--- config.mk ---
export PLATFORM = sky130hd
export DESIGN_NAME = lrc_select
export DESIGN_NICKNAME = d
export VERILOG_FILES = /design/src/rtl/core/lrc_pkg.sv /design/src/rtl/core/lrc_select.sv
export SDC_FILE = /design/constraint.sdc
export NUM_CORES = 1
export LEC_CHECK = 0
export BUFFER_PORTS_ARGS = -buffer_cell sky130_fd_sc_hd__buf_4
export CAP_MARGIN = 10
export CELL_PAD_IN_SITES_DETAIL_PLACEMENT = 1
export CELL_PAD_IN_SITES_GLOBAL_PLACEMENT = 1
export CORE_ASPECT_RATIO = 1.2
export CORE_UTILIZATION = 30
export DETAILED_ROUTE_END_ITERATION = 12
export PLACE_DENSITY_LB_ADDON = 0.05
export SLEW_MARGIN = 20
export SYNTH_ARGS = -nofsm -noshare
export SYNTH_HDL_FRONTEND = slang
export SYNTH_SLANG_ARGS = --single-unit
--- constraint.sdc ---
create_clock -name clk_i -period 5.8 [get_ports clk_i]
set_input_delay 0.58 -clock clk_i [delete_from_list [all_inputs] [get_ports clk_i]]
set_output_delay 0.58 -clock clk_i [all_outputs]
set_load 0.005 [all_outputs]
--- src/rtl/core/lrc_pkg.sv ---
// ----------------------------------------------------------------------------
// lrc_pkg: shared types, constants and helpers of the line/rectangle clipper
// Widths, edge tables, status codes and the one-bit divider step.
// ----------------------------------------------------------------------------
package lrc_pkg;

  localparam int unsigned FRAC_BITS_DEF = 16;
  localparam int unsigned FRAC_BITS_MAX = 24;
  localparam int unsigned COORD_W       = 32;
  localparam int unsigned EXT_W         = COORD_W + 1;     // L+W, T+H
  localparam int unsigned PROD_W        = COORD_W + EXT_W;
  localparam int unsigned CS_W          = COORD_W + FRAC_BITS_MAX;
  // three-term sums; wide enough for every fraction setting in range
  localparam int unsigned SUM_W = ((PROD_W > CS_W) ? PROD_W : CS_W) + 2;
  localparam int unsigned MAG_W = SUM_W - 1;
  localparam int unsigned QUO_W = COORD_W - 1;             // unsaturated quotient
  localparam int unsigned DEN_W = COORD_W;                 // |divisor| <= 2^31

  typedef enum logic [1:0] {ST_OK = 2'd0, ST_MISS = 2'd1, ST_DEGEN = 2'd2} status_e;
  typedef enum logic [1:0] {EDGE_TOP, EDGE_RIGHT, EDGE_BOTTOM, EDGE_LEFT} edge_e;
  typedef enum logic [1:0] {REG_LEFT, REG_TOP, REG_WIDTH, REG_HEIGHT} cfg_reg_e;

  typedef struct packed {
    logic [COORD_W-1:0] left;
    logic [COORD_W-1:0] top;
    logic [COORD_W-2:0] width;
    logic [COORD_W-2:0] height;
  } rect_t;

  typedef struct packed {
    logic [3:0]                  code;
    logic [3:0][SUM_W-1:0]       num;   // negated edge numerators, by edge
    logic [COORD_W-1:0]          a;
    logic [COORD_W-1:0]          b;
  } front_t;

  typedef struct packed {
    logic               horiz;  // horizontal edge: coord is v, quotient is u
    logic               neg;
    logic               sat;
    logic [COORD_W-1:0] coord;
  } side_t;

  typedef struct packed {
    logic [DEN_W-1:0] rem;
    logic [QUO_W-1:0] nq;    // dividend bits shift out, quotient bits in
    logic [DEN_W-1:0] den;
    side_t            side;
  } div_lane_t;

  function automatic edge_e edge_first(input logic [3:0] code);
    case (code)
      4'd3, 4'd4, 4'd11, 4'd12: return EDGE_RIGHT;
      4'd7, 4'd8:               return EDGE_BOTTOM;
      default:                  return EDGE_TOP;
    endcase
  endfunction

  function automatic edge_e edge_second(input logic [3:0] code);
    case (code)
      4'd2, 4'd13:                    return EDGE_RIGHT;
      4'd4, 4'd6, 4'd9, 4'd11:        return EDGE_BOTTOM;
      default:                        return EDGE_LEFT;
    endcase
  endfunction

  function automatic logic [EXT_W-1:0] corner_add(input logic [COORD_W-1:0] base,
                                                  input logic [COORD_W-2:0] len);
    return EXT_W'($signed({base[COORD_W-1], base}) + $signed({2'b00, len}));
  endfunction

  function automatic logic [COORD_W-1:0] sat_coord(input logic [EXT_W-1:0] x);
    if (x[EXT_W-1] != x[EXT_W-2]) begin
      return x[EXT_W-1] ? {1'b1, {(COORD_W-1){1'b0}}} : {1'b0, {(COORD_W-1){1'b1}}};
    end
    return x[COORD_W-1:0];
  endfunction

  function automatic div_lane_t div_step(input div_lane_t x);
    div_lane_t        y;
    logic [DEN_W:0]   r2;
    logic             ge;
    y  = x;
    r2 = {x.rem, x.nq[QUO_W-1]};
    ge = (r2 >= {1'b0, x.den});
    y.rem = ge ? DEN_W'(r2 - {1'b0, x.den}) : r2[DEN_W-1:0];
    y.nq  = {x.nq[QUO_W-2:0], ge};
    return y;
  endfunction

endpackage

--- src/rtl/core/lrc_select.sv ---
// ----------------------------------------------------------------------------
// lrc_select: edge choice, status, operand magnitudes, saturation check
// Two register stages ahead of the divider.
// ----------------------------------------------------------------------------
module lrc_select (
  input  logic                           clk_i,
  input  logic                           rst_ni,
  input  logic                           valid_i,
  input  lrc_pkg::front_t                front_i,
  input  lrc_pkg::rect_t                 rect_i,
  output logic                           valid_o,
  output lrc_pkg::status_e               status_o,
  output lrc_pkg::div_lane_t [1:0]       lane_o
);
  import lrc_pkg::*;

  logic                    v4_q, v5_q;
  status_e                 st_d, st4_q, st5_q;
  logic [1:0][MAG_W-1:0]   nabs_d, nabs_q;
  logic [1:0][DEN_W-1:0]   dabs_d, dabs_q;
  side_t [1:0]             side_d, side_q;
  div_lane_t [1:0]         lane_d, lane_q;
  edge_e [1:0]             edg;
  logic [1:0]              zero_den;
  logic [COORD_W-1:0]      den;
  logic signed [SUM_W-1:0] num;

  assign edg[0] = edge_first(front_i.code);
  assign edg[1] = edge_second(front_i.code);

  always_comb begin
    for (int k = 0; k < 2; k++) begin
      side_d[k].horiz = (edg[k] == EDGE_TOP) || (edg[k] == EDGE_BOTTOM);
      den = side_d[k].horiz ? front_i.a : front_i.b;
      num = $signed(front_i.num[edg[k]]);
      zero_den[k] = (den == '0);
      side_d[k].neg = num[SUM_W-1] ^ den[COORD_W-1];
      side_d[k].sat = 1'b0;
      nabs_d[k] = num[SUM_W-1] ? MAG_W'(-num) : MAG_W'(num);
      dabs_d[k] = den[COORD_W-1] ? DEN_W'(-den) : den;
      case (edg[k])
        EDGE_TOP:    side_d[k].coord = rect_i.top;
        EDGE_RIGHT:  side_d[k].coord = sat_coord(corner_add(rect_i.left, rect_i.width));
        EDGE_BOTTOM: side_d[k].coord = sat_coord(corner_add(rect_i.top, rect_i.height));
        default:     side_d[k].coord = rect_i.left;
      endcase
    end
    if (front_i.code inside {4'd0, 4'd15}) begin
      st_d = ST_MISS;
    end else if (front_i.code inside {4'd5, 4'd10} || (zero_den != 2'b00)) begin
      st_d = ST_DEGEN;
    end else begin
      st_d = ST_OK;
    end
  end

  // quotient saturates exactly when |num| >= |den| * 2^31
  always_comb begin
    for (int k = 0; k < 2; k++) begin
      lane_d[k].side     = side_q[k];
      lane_d[k].side.sat = nabs_q[k] >= MAG_W'({dabs_q[k], {QUO_W{1'b0}}});
      lane_d[k].rem      = DEN_W'(nabs_q[k][MAG_W-1:QUO_W]);
      lane_d[k].nq       = nabs_q[k][QUO_W-1:0];
      lane_d[k].den      = dabs_q[k];
    end
  end

  always_ff @(posedge clk_i or negedge rst_ni) begin
    if (!rst_ni) begin
      v4_q <= 1'b0;
      v5_q <= 1'b0;
    end else begin
      v4_q <= valid_i;
      v5_q <= v4_q;
    end
  end

  always_ff @(posedge clk_i) begin
    st4_q  <= st_d;
    nabs_q <= nabs_d;
    dabs_q <= dabs_d;
    side_q <= side_d;
    st5_q  <= st4_q;
    lane_q <= lane_d;
  end

  assign valid_o  = v5_q;
  assign status_o = st5_q;
  assign lane_o   = lane_q;

endmodule

==> impl_results.md, run 1 <==
* # Max-Cap Violations at 0
* Clock network power share at 0.311
* Remaining Overflow, GRT at 0
* Fin Hold WS at 0.0534 ns
* Final Skew at about 0.015 ns
* CP arrival at 5.55 ns
* Crit path top cell by count: buf_4
* Vias at ~29000
* CP Capture Type: flop
* Hpwl dp at 138 mm
* Final Cell Area at 37100 um^2
* Area Overhead vs Synth at 32.0%
* Origin of the critical flop-to-flop path: lane_d[216]$_DFF_P_
* CORE AREA at 92500 um^2
* Adder-cell share of the synthesized area at 0.0606
* Kind of cell adding the most delay to the critical path: simple AND/OR/NAND/NOR gates
* Initial antenna violation count at 63
* DRT Pass-1 Iters at 5
* Synth cell types at between 100 and 150
* Power Internal at 8.14 mW
* Clock-pin slew on the worst setup and hold paths at 0.06 ns
* Post-route ant nets at 0
* DRC Markers at 0
* TritonCTS Buffers at 57
* # setup viols final at 0
* Largest net degree at the start of global routing at 74
* CP max stage delay at 0.88 ns
* Final Cycle Share at 0.879
* Crit path launch: front_i[335]
* Row Count at 122
* Lkg Pwr at ~16 nW
* Power Density at 330 nW/um^2
* Logic pwr share at 0.296
* Cell Area, Synth at 28100 um^2
* Clock root cell: clkbuf_16
* Die width at around 280 um
* Run status: finished, final reports clean
* Starting Density at 0.304
* Maximum clock frequency at 0.196 GHz
* # IOs at 728
* Post-DR vias/cell at 5.69
* Post-synthesis sequential area ratio at 0.377
* # H-tree levels at 2
* Simple-Gate Fraction of Synth Area at 0.146
* Gpl congestion at ~0.96
* Cells along the critical path: buf_4 > buf_4 > and4b_1 > or2_1 > a2111oi_0 > buf_4 > and4_1 > nand2b_1 > nor4_2 > and2_0 > a31oi_1 > xnor2_1
* Hold path cells at 1
* Initial DRC count at 2066
* Wire length per cell at 32.8 um
* Setup tns final at 0 ns
* Main synth FF type: dfxtp_1
* P_sw at 4.13 mW
* Final hold viol count at 0
* Main combinational cell family by area after synthesis: compound AO/OA/AOI/OAI gates
* Ys Warns at 0
* WL final at ~170 mm
* Die Y at 338 um
* Buffers & Inverters on Critical Path at 3
* Mux share of post-synthesis cell area at 0.0719
* Worst-Skew Late Latency at 0.64 ns
* Placed inst area at ~35000 um^2
* Req. time, crit path at 6.25 ns
* First-pass GRT wire length at around 230 mm
* Worst R2R Path Depth at 6
* Synthesized Nets at around 3600
* Worst VDD drop at 234 uV
* Post-layout min period at approximately 5.1 ns
* Port Buf Inserts at 727
* #FFs+latches synth at 530
* Tot Pwr at 12.3 mW
* Share of post-route cells with drive strength above 1 at 0.277
* Worst Setup Start Kind: primary input
* PostCTS Resize Cnt at 0
* Synth Area in XOR/XNOR at 0.0747
* Final Max Slew Viols at 0
* Reg power frac at 0.393
* Slew headroom at 0.264
* R2R Setup Slk at 3.25 ns
* CP max stage cell: a2111oi_0
* Mapped Cells at 3026
* RSZ-0062 raised after global routing: no
* Mapped Avg Cell Area at roughly 9.3 um^2
* Die area at 95000 um^2
* Compound-gate portion of the synthesized area at 0.226
* Switching share of power at 0.337
* Synth async-reset ratio at 0.00377
* Critical path type: primary input to flop
* Hold path startpoint: valid_i
* Nets at 4322
* EDFF count, synth at 0
* Worst hold path type: primary input to flop
* CTS tree: built
* CTS Buffer Depth at 3
* Global Route Usage Sum at 0.336
* Fill cells at 10700
* Crit Reg-Reg Endpoint: lane_o[162]$_DFF_P_
* Total clock sinks at 530
* Vias in the first global route at 30000
* Worst Path Max Fanout at 55
* Least-Margin Pin Slew at roughly 1.1 ns
* Final core occ at 0.401
* Destination of the worst hold path: v4_q$_DFF_PN0_
-- metal layers --
layer | wire, um | track usage
met3 | 11900 | 0.0847
met5 | 597 | 0
met4 | 11300 | 0.209
met2 | 83100 | 0.606
met1 | 58200 | 0.348
-- cell type report --
| class | count | area, um^2 | share of cell area |
|---|---|---|---|
| Multi-Input combinational cell | 2204 | 16400 | 0.441 |
| Sequential cell | 530 | 10600 | 0.286 |
| Timing Repair Buffer | 808 | 6110 | 0.164 |
| Clock buffer | 71 | 1590 | 0.0429 |
| Tap cell | 1240 | 1550 | 0.0418 |
| Inverter | 121 | 455 | 0.0123 |
| Clock inverter | 36 | 379 | 0.0102 |
| Antenna cell | 19 | 47.5 | 0.00128 |
-- state kept, by name (all words and copies together), names as in the netlist --
register / cells
dabs_q: 64
lane_d: 194
lane_o: 260
nabs_q: 6
st4_q: 2
status_o: 2
v4_q: 1
valid_o: 1
-- through the flow --
| stage | std cells | setup slack [ns] |
|---|---|---|
| 2_1_floorplan | 3026 | 0.0672 |
| 5_1_grt | 5017 | 0.569 |
| 6_report | 5029 | 0.699 |
| 3_3_place_gp | 4902 | 0.266 |
| 3_5_place_dp | 4902 | 0.217 |
| 4_1_cts | 5010 | 0.861 |
-- synth_stat cells, drive strengths merged, types with 40 or more instances --
master	n	area, um^2
nand2	227	852
nor3	67	335
inv	120	450
xnor2	130	1140
a31oi	47	294
a21oi	221	1110
o21ai	170	855
xor2	110	963
a221oi	40	363
nor2	165	629
clkbuf	102	383
a21o	46	345
ha	133	1660
o221ai	119	1040
mux2i	45	450
nand3	41	210
dfxtp	528	10600
buf	69	378
mux4	66	1510
-- how the worst max path moves through the flow --
stage	endpoint	cells after the start
2_1_floorplan	st4_q[1]$_SDFF_PP0_	26
3_3_place_gp	lane_d[97]$_DFF_P_	12
3_5_place_dp	lane_d[97]$_DFF_P_	12
4_1_cts	lane_d[97]$_DFF_P_	12
5_1_grt	lane_d[104]$_DFF_P_	13
6_report	lane_d[104]$_DFF_P_	12
-- cell usage in the layout, fill, tap and decap left out, types with 118 or more instances in the layout --
cell type,synthesis,routed
o221ai_1,119,119
a21oi_1,220,220
nand2_1,227,226
inv_1,118,118
ha_1,133,130
buf_4,7,804
dfxtp_1,528,528
xnor2_1,130,128
nor2_1,163,161
o21ai_0,162,162
-- power groups by stage --
stage	Sequential [mW]	Clock [mW]	Combinational (mW)
6_report	4.82	3.82	3.63
3_3_place_gp	4.91	0	3.53
5_1_grt	4.87	4.05	3.86
4_1_cts	4.84	3.91	3.62
2_1_floorplan	4.69	0	1.69
3_5_place_dp	4.91	0	3.60
-- logic make-up after synthesis --
group	Yosys count
mux	117
fa+ha+maj	135
buf+inv	292
flops	530
compound gates	923
simple gates	789
xor+xnor	240
-- repair_timing --
action | in CTS | in global routing
hold buffers | 1 | 0
buffers inserted | 0 | 0
endpoints found under the hold margin | 2 | 0
(Power assumes the default switching activity.)
==> run 2, diff against run 1 <==
Settings changed: HOLD_SLACK_MARGIN from default to 0.06, MAX_ROUTING_LAYER from default to met4.
==> run 2 against run 1 <==
  * Clock power is 3% higher
  * Cell count is 0.93% higher
  * Utilization is 0.24 points higher
  * Largest cell class unchanged
  * Wire length is 0.36% lower
  * Highest routed layer is now met4
  * Non-clock buffer count is 5 higher
  * Clock skew is 0.024 ns higher
  * Combinational power hardly changed
  * Sequential power hardly changed
  * Register-to-register slack worse by 0.04 ns
  * Worst setup slack better by 0.19 ns
  * Die area stayed put
==> impl_results.md, run 2 (synthesis gave the netlist of run 1 again) <==
* Run status: finished, final reports clean (unchanged)
* Hpwl dp at 138 mm (about the same)
* Fin Hold WS at 0.178 ns (was 0.0534 ns)
* Port Buf Inserts at 727 (unchanged)
* Most common cell after layout, fill and taps aside: buf_4 (unchanged)
* Post-DR vias/cell at 5.62 (was 5.69)
* Starting Density at 0.304 (unchanged)
* Global Route Usage Sum at 0.345 (was 0.336)
* Setup tns final at 0 ns (unchanged)
* P_sw at 4.11 mW (was 4.13 mW)
* WL final at 164 mm (was 165 mm)
* Die width at 282 um (unchanged)
* Least-Margin Pin Slew at 1.15 ns (was 1.10 ns)
* Max reg flops at 260 (unchanged)
* Req. time, crit path at 6.35 ns (was 6.25 ns)
* DRT Pass-1 Iters at 5 (unchanged)
* Area Overhead vs Synth at 32.7% (was 32.0%)
* Slew headroom at 0.222 (was 0.264)
* Worst-Skew Late Latency at 0.67 ns (was 0.64 ns)
* Hold-fix buffers, CTS at 2 (was 1)
* Logic pwr share at 0.292 (was 0.296)
* # Max-Cap Violations at 0 (unchanged)
* CP arrival at 5.45 ns (was 5.55 ns)
* Vias in the first global route at 30100 (was 30000)
* Post-CTS Setup Repair Bufs at 0 (unchanged)
* Final hold viol count at 0 (unchanged)
* Critical path type: primary input to flop (unchanged)
* # setup viols final at 0 (unchanged)
* DRC Markers at 0 (unchanged)
* Clock network power share at 0.319 (was 0.311)
* CP Capture Type: flop (unchanged)
* Die Y at 338 um (unchanged)
* First-pass GRT wire length at 224 mm (was 225 mm)
* Nets at 4327 (was 4322)
* Die area at 95000 um^2 (unchanged)
* Initial antenna violation count at 57 (was 63)
* Share of post-route cells with drive strength above 1 at 0.278 (was 0.277)
* Worst VDD drop at 241 uV (was 234 uV)
* Initial DRC count at 1829 (was 2066)
* Post-route ant nets at 0 (unchanged)
* Clock root cell: clkbuf_16 (unchanged)
* Maximum clock frequency at 0.204 GHz (was 0.196 GHz)
* # H-tree levels at 2 (unchanged)
* Row Count at 122 (unchanged)
* Post-layout min period at 4.91 ns (was 5.10 ns)
* CTS Buffer Depth at 3 (unchanged)
* Power Internal at 8.27 mW (was 8.14 mW)
* Gpl congestion at 0.975 (was 0.956)
* Final Max Slew Viols at 0 (unchanged)
* Power Density at 331 nW/um^2 (was 330 nW/um^2)
* Fill cells at 10700 (about the same)
* RSZ-0062 raised after global routing: no (unchanged)
* Remaining Overflow, GRT at 0 (unchanged)
* CORE AREA at 92500 um^2 (unchanged)
* Worst hold path type: primary input to flop (unchanged)
* Clock-pin slew on the worst setup and hold paths at 0.08 ns (was 0.06 ns)
* Switching share of power at 0.332 (was 0.337)
* Final Skew at 0.0383 ns (was 0.0148 ns)
* Vias at 28500 (was 28600)
* Largest net degree at the start of global routing at 67 (was 74)
* PostCTS Resize Cnt at 0 (unchanged)
* TritonCTS Buffers at 57 (unchanged)
* Wire length per cell at 32.4 um (was 32.8 um)
* Reg power frac at 0.390 (was 0.393)
* CTS tree: built (unchanged)
* Lkg Pwr at 15.7 nW (about the same)
* Total clock sinks at 530 (unchanged)
* Final Cycle Share at 0.846 (was 0.879)
* # IOs at 728 (unchanged)
* Worst Path Max Fanout at 31 (was 55)
* Most frequent cells in the layout: buf_4, dfxtp_1, nand2_1 (unchanged)
* Worst Setup Start Kind: primary input (unchanged)
[run 2: cell type report]
cell class	instances	area, um^2	share of cell area
tap	1240	1550	0.0415
clock buffer	71	1550	0.0415
sequential	530	10600	0.284
clock inverter	35	494	0.0132
multi-input combinational	2204	16400	0.439
timing repair buffer	813	6130	0.164
antenna	62	155	0.00415
inverter	121	455	0.0122
[run 2: worst max-delay path, cell delays in order]
cell and delay (ns):
buf_4 0.23, or2_2 0.20, nor3_1 0.06, a31o_2 0.25, inv_1 0.17, ha_4 0.61, buf_4 0.45, mux4_2 0.61
nor4_1 0.42, nor4b_1 0.37, or2b_1 0.31, nor4_2 0.32, nand3_2 0.26, nor2_1 0.27, a31oi_1 0.14, xor2_1 0.17
[run 2: final timing paths]
| kind | from | depth (start not counted) | slack (ns) | end |
|---|---|---|---|---|
| worst max register to register | lane_d[218]$_DFF_P_ | 6 | 3.21 | lane_o[162]$_DFF_P_ |
| worst min register to register | lane_d[25]$_DFF_P_ | 0 | 0.32 | lane_o[25]$_DFF_P_ |
| max in group asynchronous | rst_ni | 2 | 5.46 | v4_q$_DFF_PN0_ |
| min in group asynchronous | rst_ni | 2 | 0.26 | v4_q$_DFF_PN0_ |
| worst min-delay path | rect_i[112] | 2 | 0.18 | lane_d[148]$_DFF_P_ |
| worst max-delay path | front_i[334] | 16 | 0.89 | lane_d[259]$_DFF_P_ |
[run 2: power groups by stage]
| stage | clock network (mW) | logic, mW | registers [mW] |
|---|---|---|---|
| finish | 3.95 | 3.61 | 4.82 |
| global route | 4.17 | 3.85 | 4.88 |
| detailed placement | 0 | 3.58 | 4.91 |
| floorplan | 0 | 1.69 | 4.69 |
| CTS | 4.04 | 3.60 | 4.84 |
| global placement | 0 | 3.52 | 4.91 |
[run 2: metrics by stage]
step / total power [mW] / area [um^2] / utilization / worst slack [ns] / instances
2_1_floorplan: 6.38 / 28200 / - / 0.0672 / 3026
3_3_place_gp: 8.43 / 35100 / 0.380 / 0.391 / 4906
3_5_place_dp: 8.49 / 35100 / 0.380 / 0.314 / 4906
4_1_cts: 12.5 / 37200 / 0.402 / 1.00 / 5014
5_1_grt: 12.9 / 37300 / 0.404 / 0.511 / 5071
6_report: 12.4 / 37400 / 0.404 / 0.891 / 5076
[run 2: layer usage]
layer | global-route usage | vias to the layer above | wire, um
met5 | - | - | 0
met4 | 0.184 | 0 | 9780
met3 | 0.0821 | 283 | 11400
met2 | 0.614 | 1130 | 84100
met1 | 0.346 | 14300 | 59200
li1 | - | 12800 | -
